`src/hdl/hfts_pkg.sv`:
```
`timescale 1ns / 1ps

package hfts_pkg;

  localparam int MAX_COLS_DEF = 256;
  localparam int MAX_ROWS_DEF = 256;
  localparam int QUEUE_DEPTH  = 4;
  localparam int STORE_DEPTH  = 65536;

  localparam int CFG_AW = 3;
  localparam int CFG_DW = 31;

  localparam logic [CFG_AW-1:0] CFG_GRID_COLS   = 3'd0;
  localparam logic [CFG_AW-1:0] CFG_GRID_ROWS   = 3'd1;
  localparam logic [CFG_AW-1:0] CFG_HALF_WIDTH  = 3'd2;
  localparam logic [CFG_AW-1:0] CFG_HALF_DEPTH  = 3'd3;
  localparam logic [CFG_AW-1:0] CFG_INV_SPACING = 3'd4;
  localparam logic [CFG_AW-1:0] CFG_HEIGHT_STEP = 3'd5;

  localparam logic CMD_LOAD  = 1'b0;
  localparam logic CMD_QUERY = 1'b1;

  localparam logic [16:0] ONE_Q16 = 17'h10000;

  typedef struct packed {
    logic               cmd;
    logic [15:0]        cell_index;
    logic [7:0]         height_byte;
    logic signed [31:0] x_pos;
    logic signed [31:0] z_pos;
  } in_item_t;

  typedef struct packed {
    logic [31:0] height;
    logic        outside;
  } out_item_t;

endpackage

```
`src/hdl/hfts_fifo.sv`:
```
`timescale 1ns / 1ps

module hfts_fifo #(
  parameter int WIDTH = 8,
  parameter int DEPTH = hfts_pkg::QUEUE_DEPTH,
  localparam int PW = $clog2(DEPTH),
  localparam int CW = $clog2(DEPTH + 1)
) (
  input  logic             clk,
  input  logic             rst_n,
  input  logic             push,
  input  logic [WIDTH-1:0] push_data,
  input  logic             pop,
  output logic             pop_valid,
  output logic [WIDTH-1:0] pop_data,
  output logic [CW-1:0]    count
);

  logic [WIDTH-1:0] slot_r [DEPTH];
  logic [PW-1:0]    wr_ptr_r, wr_ptr_nxt;
  logic [PW-1:0]    rd_ptr_r, rd_ptr_nxt;
  logic [CW-1:0]    count_r, count_nxt;
  logic             do_pop;

  assign do_pop = pop && (count_r != '0);

  always_comb begin
    wr_ptr_nxt = wr_ptr_r;
    rd_ptr_nxt = rd_ptr_r;
    count_nxt  = count_r;
    if (push) begin
      wr_ptr_nxt = (wr_ptr_r == PW'(DEPTH - 1)) ? '0 : wr_ptr_r + 1'b1;
    end
    if (do_pop) begin
      rd_ptr_nxt = (rd_ptr_r == PW'(DEPTH - 1)) ? '0 : rd_ptr_r + 1'b1;
    end
    if (push && !do_pop) begin
      count_nxt = count_r + 1'b1;
    end else if (!push && do_pop) begin
      count_nxt = count_r - 1'b1;
    end
  end

  always_ff @(posedge clk) begin
    if (!rst_n) begin
      wr_ptr_r <= '0;
      rd_ptr_r <= '0;
      count_r  <= '0;
    end else begin
      wr_ptr_r <= wr_ptr_nxt;
      rd_ptr_r <= rd_ptr_nxt;
      count_r  <= count_nxt;
    end
  end

  always_ff @(posedge clk) begin
    if (push) begin
      slot_r[wr_ptr_r] <= push_data;
    end
  end

  assign pop_valid = (count_r != '0);
  assign pop_data  = slot_r[rd_ptr_r];
  assign count     = count_r;

endmodule

```
`config.mk`:
```
export PLATFORM = sky130hd
export DESIGN_NAME = hfts_fifo
export DESIGN_NICKNAME = d
export VERILOG_FILES = /design/src/hdl/hfts_pkg.sv /design/src/hdl/hfts_fifo.sv
export SDC_FILE = /design/constraint.sdc
export NUM_CORES = 1
export LEC_CHECK = 0
export CORE_MARGIN = 3
export CORE_UTILIZATION = 34
export DETAILED_ROUTE_END_ITERATION = 12
export DONT_BUFFER_PORTS = 1
export PLACE_DENSITY_LB_ADDON = 0.2
export SKIP_LAST_GASP = 1
export SYNTH_ARGS = -nofsm -noshare
export SYNTH_HDL_FRONTEND = slang
export SYNTH_SLANG_ARGS = --single-unit
```
`constraint.sdc`:
```
create_clock -name clk -period 3.65 [get_ports clk]
set_input_delay 0.1825 -clock clk [delete_from_list [all_inputs] [get_ports clk]]
set_output_delay 0.1825 -clock clk [all_outputs]
set_load 0.02 [all_outputs]
```
==> impl_metrics.json <==
{
  "tightestPinTransition_ns": 0.5608,
  "dpl.cell_count": 137,
  "chipWidth_um": 75.09,
  "grt_pass1_wl_um": 3774,
  "route.detailed.drc": 0,
  "synth_common_cells": "32 x edfxtp_1, 9 x dfxtp_1, 8 x mux4_2",
  "fin_crit_ns": 2.195,
  "critPathRequiredTime_ns": 3.87,
  "placeableCoreArea_mm2": 0.004474,
  "clockBufferDepth": 2,
  "cp-end-kind": "flip-flop",
  "synth_compound_area_frac": 0.02699,
  "period_share": 0.6013,
  "synth_mux_area_frac": 0.1295,
  "crit_slowest_cell": "dfxtp_1",
  "drt_first_pass_iters": 4,
  "critPathMaxFanout": 5,
  "area_growth_pct": 13.49,
  "synthTopCellsByArea": "edfxtp_1 59%, dfxtp_1 11%, mux4_2 11%",
  "synth.net_count": 106,
  "antenna_found_initial": 0,
  "clk_latency_ns": 0.28,
  "netlist_instances": 87,
  "dpl.hpwl_um": 1697,
  "ant_nets": 0,
  "fin_tns_setup_ns": 0,
  "slew_headroom": 0.6257,
  "crit_buf_inv": 1,
  "status": "completed",
  "hold_class": "in2reg",
  "yosysTopAreaCell": "edfxtp_1",
  "hold_viol": 0,
  "route.final.wire_length_um": 2445,
  "cts-buffers-inserted": 5,
  "initial_core_util": 0.3627,
  "max_stage_delay_ns": 0.44,
  "rsz0062_at_grt": "false",
  "tritoncts": "built",
  "die_y_um": 75.09,
  "die-area_mm2": 0.005638,
  "yosysSeqAreaShare": 0.7032,
  "synth_flop_cell": "edfxtp_1",
  "cts_root_buffer": "clkbuf_8",
  "drive_gt1_frac": 0.1485,
  "synth_fa_ha_area_frac": 0.05860,
  "ys_warn_count": 0,
  "synth_xor_area_frac": 0.01079,
  "gr-total-overflow": 0,
  "cp-start-kind": "flip-flop",
  "clock_sinks": 41,
  "synth.most_common_cell": "edfxtp_1",
  "synth_top_family_by_area": "multiplexers",
  "maxSlewViolCount": 0,
  "diodes": 0,
  "syn_avg_cell_area_um2": 18.65,
  "grt_pass1_vias": 787,
  "synth-simple-area-share": 0.05397,
  "drtIter0Drc": 21,
  "power_density_mw_per_mm2": 626.8,
  "place_congestion": 0.7354,
  "grt_max_degree": 13,
  "fmax_ghz": 0.4557,
  "grt_usage": 0.09564,
  "synth_area_mm2": 0.001623,
  "fill_cells": 390,
  "instances_no_fill": 153,
  "clkTransAtPathRegs_ns": 0.07,
  "yosys.area.top_type_share": 0.5921,
  "synth_edf_count": 32,
  "critical_path.top_delay_family": "adder cells",
  "finalClockSkew_ns": 0.003178,
  "num_vias": 742,
  "synth_seq_cells": 41,
  "worst_ep_arrival_time_ns": 2.41,
  "h-tree-depth": 2,
  "rows": 24,
  "p_leak_nw": 0.6223,
  "port_buffers": 0,
  "synth_cell_type_count": 20,
  "vias_per_cell": 4.850,
  "critPathKind": "reg2reg",
  "nNetsFinal": 119,
  "wl_per_cell_um": 15.98,
  "io_pins": 24,
  "cap_violations": 0,
  "max-vdd-ir-drop_v": 0.0002580,
  "setup_viol": 0,
  "crit_chain": "o31ai_4 > ha_1 > inv_1 > fa_1 > xor2_1 > or3_1 > a21boi_1",
  "synthArstFlopShare": 0
}
repair_timing:
item / CTS / global route
resized for setup: 0 / 0
endpoints found under the hold margin: 32 / 0
buffers inserted: 0 / 0
hold buffers: 8 / 0
cell usage in the layout (no fill, tap or decap), types with 2 or more instances in the layout:
| master | n |
|---|---|
| ha_1 | 6 |
| or3_1 | 2 |
| inv_1 | 3 |
| dfxtp_1 | 9 |
| edfxtp_1 | 32 |
| nand2_1 | 2 |
| nor2b_1 | 3 |
| clkbuf_1 | 2 |
| nand3_1 | 2 |
| mux2i_1 | 3 |
| nor2_1 | 2 |
| mux4_2 | 8 |
| dlygate4sd3_1 | 8 |
| clkbuf_8 | 6 |
| and2_1 | 5 |
| o21ai_0 | 3 |
per-stage QoR:
step	hold slack (ns)	utilization	setup slack (ns)	total power [mW]	instance area (um2)
finish	0.02480	0.4116	1.455	1.154	1842
global route	0.006569	0.4116	1.339	1.217	1842
CTS	0.01817	0.4116	1.443	1.171	1842
detailed placement	0.2816	0.3736	1.453	0.8690	1672
global placement	0.2816	0.3736	1.569	0.8603	1672
floorplan	0.2814	-	1.630	0.8337	1623
layout make-up:
type	instances	area, um2	share of cell area
timing repair buffer	8	80.08	0.04348
sequential	41	1141	0.6196
clock buffer	8	90.09	0.04891
multi-input combinational	41	454.2	0.2466
inverter	3	11.26	0.006114
tap	52	65.06	0.03533
kinds of logic after synthesis:
| kind of cell | count (synthesis) |
|---|---|
| flip-flops | 41 |
| AND/OR/NAND/NOR | 16 |
| multiplexers | 11 |
| adder cells (fa/ha/maj) | 7 |
| AO/OA/AOI/OAI | 5 |
| buffers and inverters | 5 |
| XOR/XNOR | 2 |
power breakdown:
part	total, mW	switching [mW]	internal [mW]
Clock	0.292	0.138	0.154
Sequential	0.622	0.0750	0.547
Combinational	0.240	0.125	0.115
flip-flops by register name, indices dropped and copies added (netlist names), named ones only:
register / count
wr_ptr_r: 2
rd_ptr_r: 2
slot_r: 32
count: 3
routing by layer:
layer  GRT usage  part of all wire  up-vias  routed length [um]
li1            -                 -      355                   -
met1      0.1088              0.43      361                1042
met5           0                 0        -                   0
met2      0.1528              0.49       21                1204
met4     0.04150             0.016        0                  38
met3     0.04673             0.065        5                 159
worst paths after layout:
check        slack, ns                      from  cells after the start                        to
max reg2reg       1.46     count[1]$_SDFFE_PN0P_                      7     count[2]$_SDFFE_PN0P_
max               1.46     count[1]$_SDFFE_PN0P_                      7     count[2]$_SDFFE_PN0P_
min reg2reg       0.56  rd_ptr_r[0]$_SDFFE_PN0P_                      2  rd_ptr_r[0]$_SDFFE_PN0P_
min               0.02                     rst_n                      1     count[0]$_SDFFE_PN0P_
Power figures use the tool's default switching activity.
