<file path="config.mk">
export PLATFORM = sky130hd
export DESIGN_NAME = hfts_front
export DESIGN_NICKNAME = d
export VERILOG_FILES = /design/src/hdl/hfts_pkg.sv /design/src/hdl/hfts_front.sv
export SDC_FILE = /design/constraint.sdc
export NUM_CORES = 2
export LEC_CHECK = 0
export BUFFER_PORTS_ARGS = -buffer_cell sky130_fd_sc_hd__buf_2
export CAP_MARGIN = 5
export CORE_ASPECT_RATIO = 0.9
export CORE_MARGIN = 3
export CORE_UTILIZATION = 60
export CTS_CLUSTER_DIAMETER = 30
export DETAILED_ROUTE_END_ITERATION = 8
export GPL_TIMING_DRIVEN = 0
export PLACE_DENSITY = 0.89
export SYNTH_ARGS = -nofsm -noshare
export SYNTH_HDL_FRONTEND = slang
export SYNTH_SLANG_ARGS = --single-unit
</file>
<file path="constraint.sdc">
create_clock -name clk -period 9.9 [get_ports clk]
set_input_delay 0.495 -clock clk [delete_from_list [all_inputs] [get_ports clk]]
set_output_delay 0.495 -clock clk [all_outputs]
set_load 0.03 [all_outputs]
</file>
<file path="src/hdl/hfts_pkg.sv">
`timescale 1ns / 1ps

package hfts_pkg;

  localparam int MAX_COLS_DEF = 256;
  localparam int MAX_ROWS_DEF = 256;
  localparam int QUEUE_DEPTH  = 4;
  localparam int STORE_DEPTH  = 65536;

  localparam int CFG_AW = 3;
  localparam int CFG_DW = 31;

  localparam logic [CFG_AW-1:0] CFG_GRID_COLS   = 3'd0;
  localparam logic [CFG_AW-1:0] CFG_GRID_ROWS   = 3'd1;
  localparam logic [CFG_AW-1:0] CFG_HALF_WIDTH  = 3'd2;
  localparam logic [CFG_AW-1:0] CFG_HALF_DEPTH  = 3'd3;
  localparam logic [CFG_AW-1:0] CFG_INV_SPACING = 3'd4;
  localparam logic [CFG_AW-1:0] CFG_HEIGHT_STEP = 3'd5;

  localparam logic CMD_LOAD  = 1'b0;
  localparam logic CMD_QUERY = 1'b1;

  localparam logic [16:0] ONE_Q16 = 17'h10000;

  typedef struct packed {
    logic               cmd;
    logic [15:0]        cell_index;
    logic [7:0]         height_byte;
    logic signed [31:0] x_pos;
    logic signed [31:0] z_pos;
  } in_item_t;

  typedef struct packed {
    logic [31:0] height;
    logic        outside;
  } out_item_t;

endpackage

</file>
<file path="src/hdl/hfts_front.sv">
`timescale 1ns / 1ps

module hfts_front #(
  parameter int MAX_COLS = hfts_pkg::MAX_COLS_DEF,
  parameter int MAX_ROWS = hfts_pkg::MAX_ROWS_DEF,
  parameter int DEPTH    = hfts_pkg::QUEUE_DEPTH,
  localparam int COL_W  = $clog2(MAX_COLS),
  localparam int ROW_W  = $clog2(MAX_ROWS),
  localparam int CDIM_W = $clog2(MAX_COLS + 1),
  localparam int RDIM_W = $clog2(MAX_ROWS + 1),
  localparam int CW     = $clog2(DEPTH + 1),
  localparam int QW     = 2 + COL_W + ROW_W + 56
) (
  input  logic                clk,
  input  logic                rst_n,
  input  logic                start,
  output logic                busy,
  input  hfts_pkg::in_item_t  in_data,
  input  logic [CDIM_W-1:0]   cols,
  input  logic [RDIM_W-1:0]   rows,
  input  logic [30:0]         half_width,
  input  logic [30:0]         half_depth,
  input  logic [23:0]         inv_spacing,
  input  logic [CW-1:0]       q_count,
  output logic                push,
  output logic [QW-1:0]       push_data
);

  logic        accept;
  logic        v1_r, cmd1_r;
  logic [15:0] idx1_r;
  logic [7:0]  byte1_r;
  logic [32:0] sx1_r, sx1_nxt;
  logic [32:0] sz1_r, sz1_nxt;

  logic        v2_r, cmd2_r;
  logic [15:0] idx2_r;
  logic [7:0]  byte2_r;
  logic        negx2_r, negx2_nxt;
  logic        negz2_r, negz2_nxt;
  logic [55:0] px2_r, px2_nxt;
  logic [55:0] pz2_r, pz2_nxt;
  logic [31:0] magx, magz;

  logic [23:0] colw, roww, cols_m1, rows_m1;
  logic        outside;

  // keep room in the queue for everything already in flight
  assign busy   = (32'(q_count) + 32'(v1_r) + 32'(v2_r)) >= 32'(DEPTH);
  assign accept = start && !busy;

  always_comb begin
    sx1_nxt = {in_data.x_pos[31], in_data.x_pos} + {2'b00, half_width};
    sz1_nxt = {2'b00, half_depth} - {in_data.z_pos[31], in_data.z_pos};
  end

  // a negative coordinate scaled by zero is zero, not negative
  always_comb begin
    magx      = sx1_r[32] ? 32'd0 : sx1_r[31:0];
    magz      = sz1_r[32] ? 32'd0 : sz1_r[31:0];
    negx2_nxt = sx1_r[32] && (inv_spacing != 24'd0);
    negz2_nxt = sz1_r[32] && (inv_spacing != 24'd0);
    px2_nxt   = {24'd0, magx} * {32'd0, inv_spacing};
    pz2_nxt   = {24'd0, magz} * {32'd0, inv_spacing};
  end

  always_ff @(posedge clk) begin
    if (!rst_n) begin
      v1_r <= 1'b0;
      v2_r <= 1'b0;
    end else begin
      v1_r <= accept;
      v2_r <= v1_r;
    end
  end

  always_ff @(posedge clk) begin
    cmd1_r  <= in_data.cmd;
    idx1_r  <= in_data.cell_index;
    byte1_r <= in_data.height_byte;
    sx1_r   <= sx1_nxt;
    sz1_r   <= sz1_nxt;
    cmd2_r  <= cmd1_r;
    idx2_r  <= idx1_r;
    byte2_r <= byte1_r;
    negx2_r <= negx2_nxt;
    negz2_r <= negz2_nxt;
    px2_r   <= px2_nxt;
    pz2_r   <= pz2_nxt;
  end

  // far edge has no right or bottom corner
  always_comb begin
    colw    = px2_r[55:32];
    roww    = pz2_r[55:32];
    cols_m1 = 24'(cols) - 24'd1;
    rows_m1 = 24'(rows) - 24'd1;
    outside = negx2_r || negz2_r || (colw >= cols_m1) || (roww >= rows_m1);
  end

  assign push      = v2_r;
  assign push_data = {cmd2_r, outside, colw[COL_W-1:0], roww[ROW_W-1:0],
                      px2_r[31:16], pz2_r[31:16], idx2_r, byte2_r};

endmodule

</file>
==> impl_metrics.tcl <==
set metrics [dict create \
    wl_mm 204 \
    status "finished, violations left" \
    cts_setup_buffers 0 \
    syn_inst 6489 \
    cts_tree "built" \
    yosys.area.top_type "fa_1" \
    cts-buffers-inserted 17 \
    hold_buffers 0 \
    post-route-period-util_pct 99.1 \
    seq_area_frac_synth_pct 6.90 \
    cp.required_ns 10.34 \
    via_count 47800 \
    cp_data_arrival_time_ns 10.25 \
    fin_crit_ns 9.81 \
    yosys-top-cells-area "fa_1 (45%), ha_1 (10%), inv_1 (9.8%)" \
    min_path_cells 1 \
    highest_layer "met5" \
    grt_max_degree 23 \
    slew_headroom_pct -4.70 \
    clockRootBuffer "clkbuf_16" \
    gp_congestion 1.03 \
    synth_common_cells "inv_1 (1519), fa_1 (1316), nand2_1 (866), and2_1 (772), ha_1 (469)" \
    worst_setup_path_start_kind "flop" \
    hold_viol 0 \
    clkTransAtPathRegs_ns 0.09 \
    nets 8767 \
    ff2ff_path_depth 28 \
    synth.top_cell.area_share_pct 45.4 \
    synthFlopType "dfxtp_1" \
    io_buffers 273 \
    initial_core_util_pct 60.9 \
    clk_latency_ns 0.56 \
    rows 107 \
    syn_avg_cell_area_um2 8.94 \
    synth.most_common_cell "inv_1" \
    rsz0062_at_grt "yes" \
    syn_nets 8473 \
    met1_length_mm 72.6 \
    synth-edff-count 0 \
    critPathKind "reg2reg" \
    wl_per_cell_um 25.2 \
    globalRouteOverflowTotal 0 \
    min_path_type "in2reg" \
    setup_violations 0 \
    vias_per_cell 5.91 \
    crit_slowest_cell "clkdlybuf4s15_1" \
    first_pass_iters 6 \
    ios 275 \
    fin_skew_ns 0.0296 \
    cts_sinks 200 \
    synth_top_family_by_area "adder cells" \
    max_stage_delay_ns 0.93 \
    dr_wl_met3_mm 29.8 \
    drive_gt1_share_pct 5.75 \
    ant_nets 0 \
    chipWidth_um 334 \
    drcViolationCount 0 \
    drv_slew 22 \
    synth_compound_area_share_pct 5.49 \
    yosys.area_share.xor_xnor_pct 2.02 \
    syn-cell-area_um2 58000 \
    muxShareOfSynthArea_pct 0.0345 \
    place_ws_ns -0.309 \
    r2r_slack_ns 0.09 \
    grt_pass1_vias 49600 \
    drt-initial-drc-count 4990 \
    ys_async_sr_fraction_pct 0 \
    worstMarginPinSlew_ns 1.57 \
    die_y_um 301 \
    yosysUniqueCellTypes 79 \
    path_max_fanout 10 \
    synth-seq-cells 200 \
    yosysWarningCount 0 \
    cts_max_level 4 \
    layout_setup_ws_ns 0.0869 \
    fmax_mhz 102 \
    max_cap_viol_count 4 \
    area.growth.synth_to_final_pct 6.43 \
    antenna_found_initial 43 \
    dp_hpwl_mm 164 \
    synthAdderAreaFrac_pct 55.5 \
    yosys.area_share.simple_pct 17.4 \
    design.core.area_um2 95200 \
    grt_pass1_wl_mm 304 \
    crit_path_end_kind "flop" \
    violations "capacitance limit, slew limit" \
    cts_buffer_depth 2 \
    routed-wl-met2_mm 86.6 \
    fin_util_pct 64.8 \
    die-area_um2 100000 \
    track_usage_pct 41.5 \
]
cell type report:
type | instances | area, um2
antenna | 39 | 97.6
fill | 7802 | 33500
timing repair buffer | 275 | 1400
buffer | 376 | 1630
sequential | 200 | 4010
inverter | 1519 | 5700
tap | 1253 | 1570
clock inverter | 14 | 181
multi-input combinational | 4394 | 46700
clock buffer | 18 | 429
worst max-delay path: cells and delay by family (launching register included):
| family | cells | cell delay [ns] |
|---|---|---|
| fa+ha+maj | 8 | 3.78 |
| buf+inv | 9 | 1.73 |
| simple gates | 4 | 1.77 |
| compound gates | 7 | 1.84 |
| flops | 1 | 0.57 |
final timing paths:
path | start | to
max | sz1_r[32] | pz2_r[49]
min | in_data[76] | idx1_r[4]
max reg2reg | sz1_r[32] | pz2_r[49]
min reg2reg | byte1_r[2] | byte2_r[2]
sequential cells by signal (all words and copies together) (netlist names):
signal and count:
cmd1_r 1, byte1_r 8, push 1, byte2_r 8, negz2_r 1, negx2_r 1
px2_r 40, pz2_r 40, sx1_r 33, idx1_r 16, idx2_r 16, v1_r 1
sz1_r 33, cmd2_r 1
cells by family (layout without fill, tap and decap cells):
family	after synthesis	count (layout)
AOI/OAI and AO/OA	473	473
xor gates and xnor gates	134	134
adders and majority gates	1785	1785
buffers and inverters	1895	2202
DFF	200	200
muxes	2	2
other	0	39
and+or+nand+nor	2000	2000
stage by stage:
stage / setup TNS (ns) / hold slack, ns / cells / cell area, um2
after floorplan: 0 / 0.310 / 6489 / 58000
after global routing: -0.00680 / 0.0325 / 8051 / 61600
after global placement: -0.274 / 0.310 / 8015 / 60900
after detailed placement: -1.02 / 0.312 / 8015 / 60900
final: 0 / 0.0457 / 8088 / 61700
after CTS: 0 / 0.0153 / 8047 / 61500
layout by cell type (no fill, tap or decap), drive strengths merged, types with 10 or more instances in the layout:
cell,n
a21o,89
o21a,18
nand2,866
and3,14
clkbuf,339
ha,469
o21bai,13
nand2b,22
a211oi,23
xor2,46
a31oi,12
nor2,89
fa,1316
o21ai,80
buf,327
nor4,13
nand3,33
dfxtp,200
xnor2,88
o211ai,13
nor3,35
or3,10
o2111ai,11
nor2b,90
and2,772
nand4,26
inv,1528
diode,39
a21boi,10
a21oi,137
repair_timing:
item,4_1_cts,5_1_grt
gates cloned,0,0
endpoints found under the setup margin,7,13
resized for setup,2,23
pin swaps,0,0
routing by layer:
| layer | vias up | global-route usage (%) |
|---|---|---|
| met5 | - | 0.290 |
| met4 | 26 | 25.1 |
| met3 | 925 | 15.7 |
| met2 | 3488 | 60.8 |
| met1 | 23700 | 52.4 |
| li1 | 19700 | - |
Power is left out: the tool's default activity adds up to more than one toggle a clock period on the data nets, which glitch-free logic cannot reach.
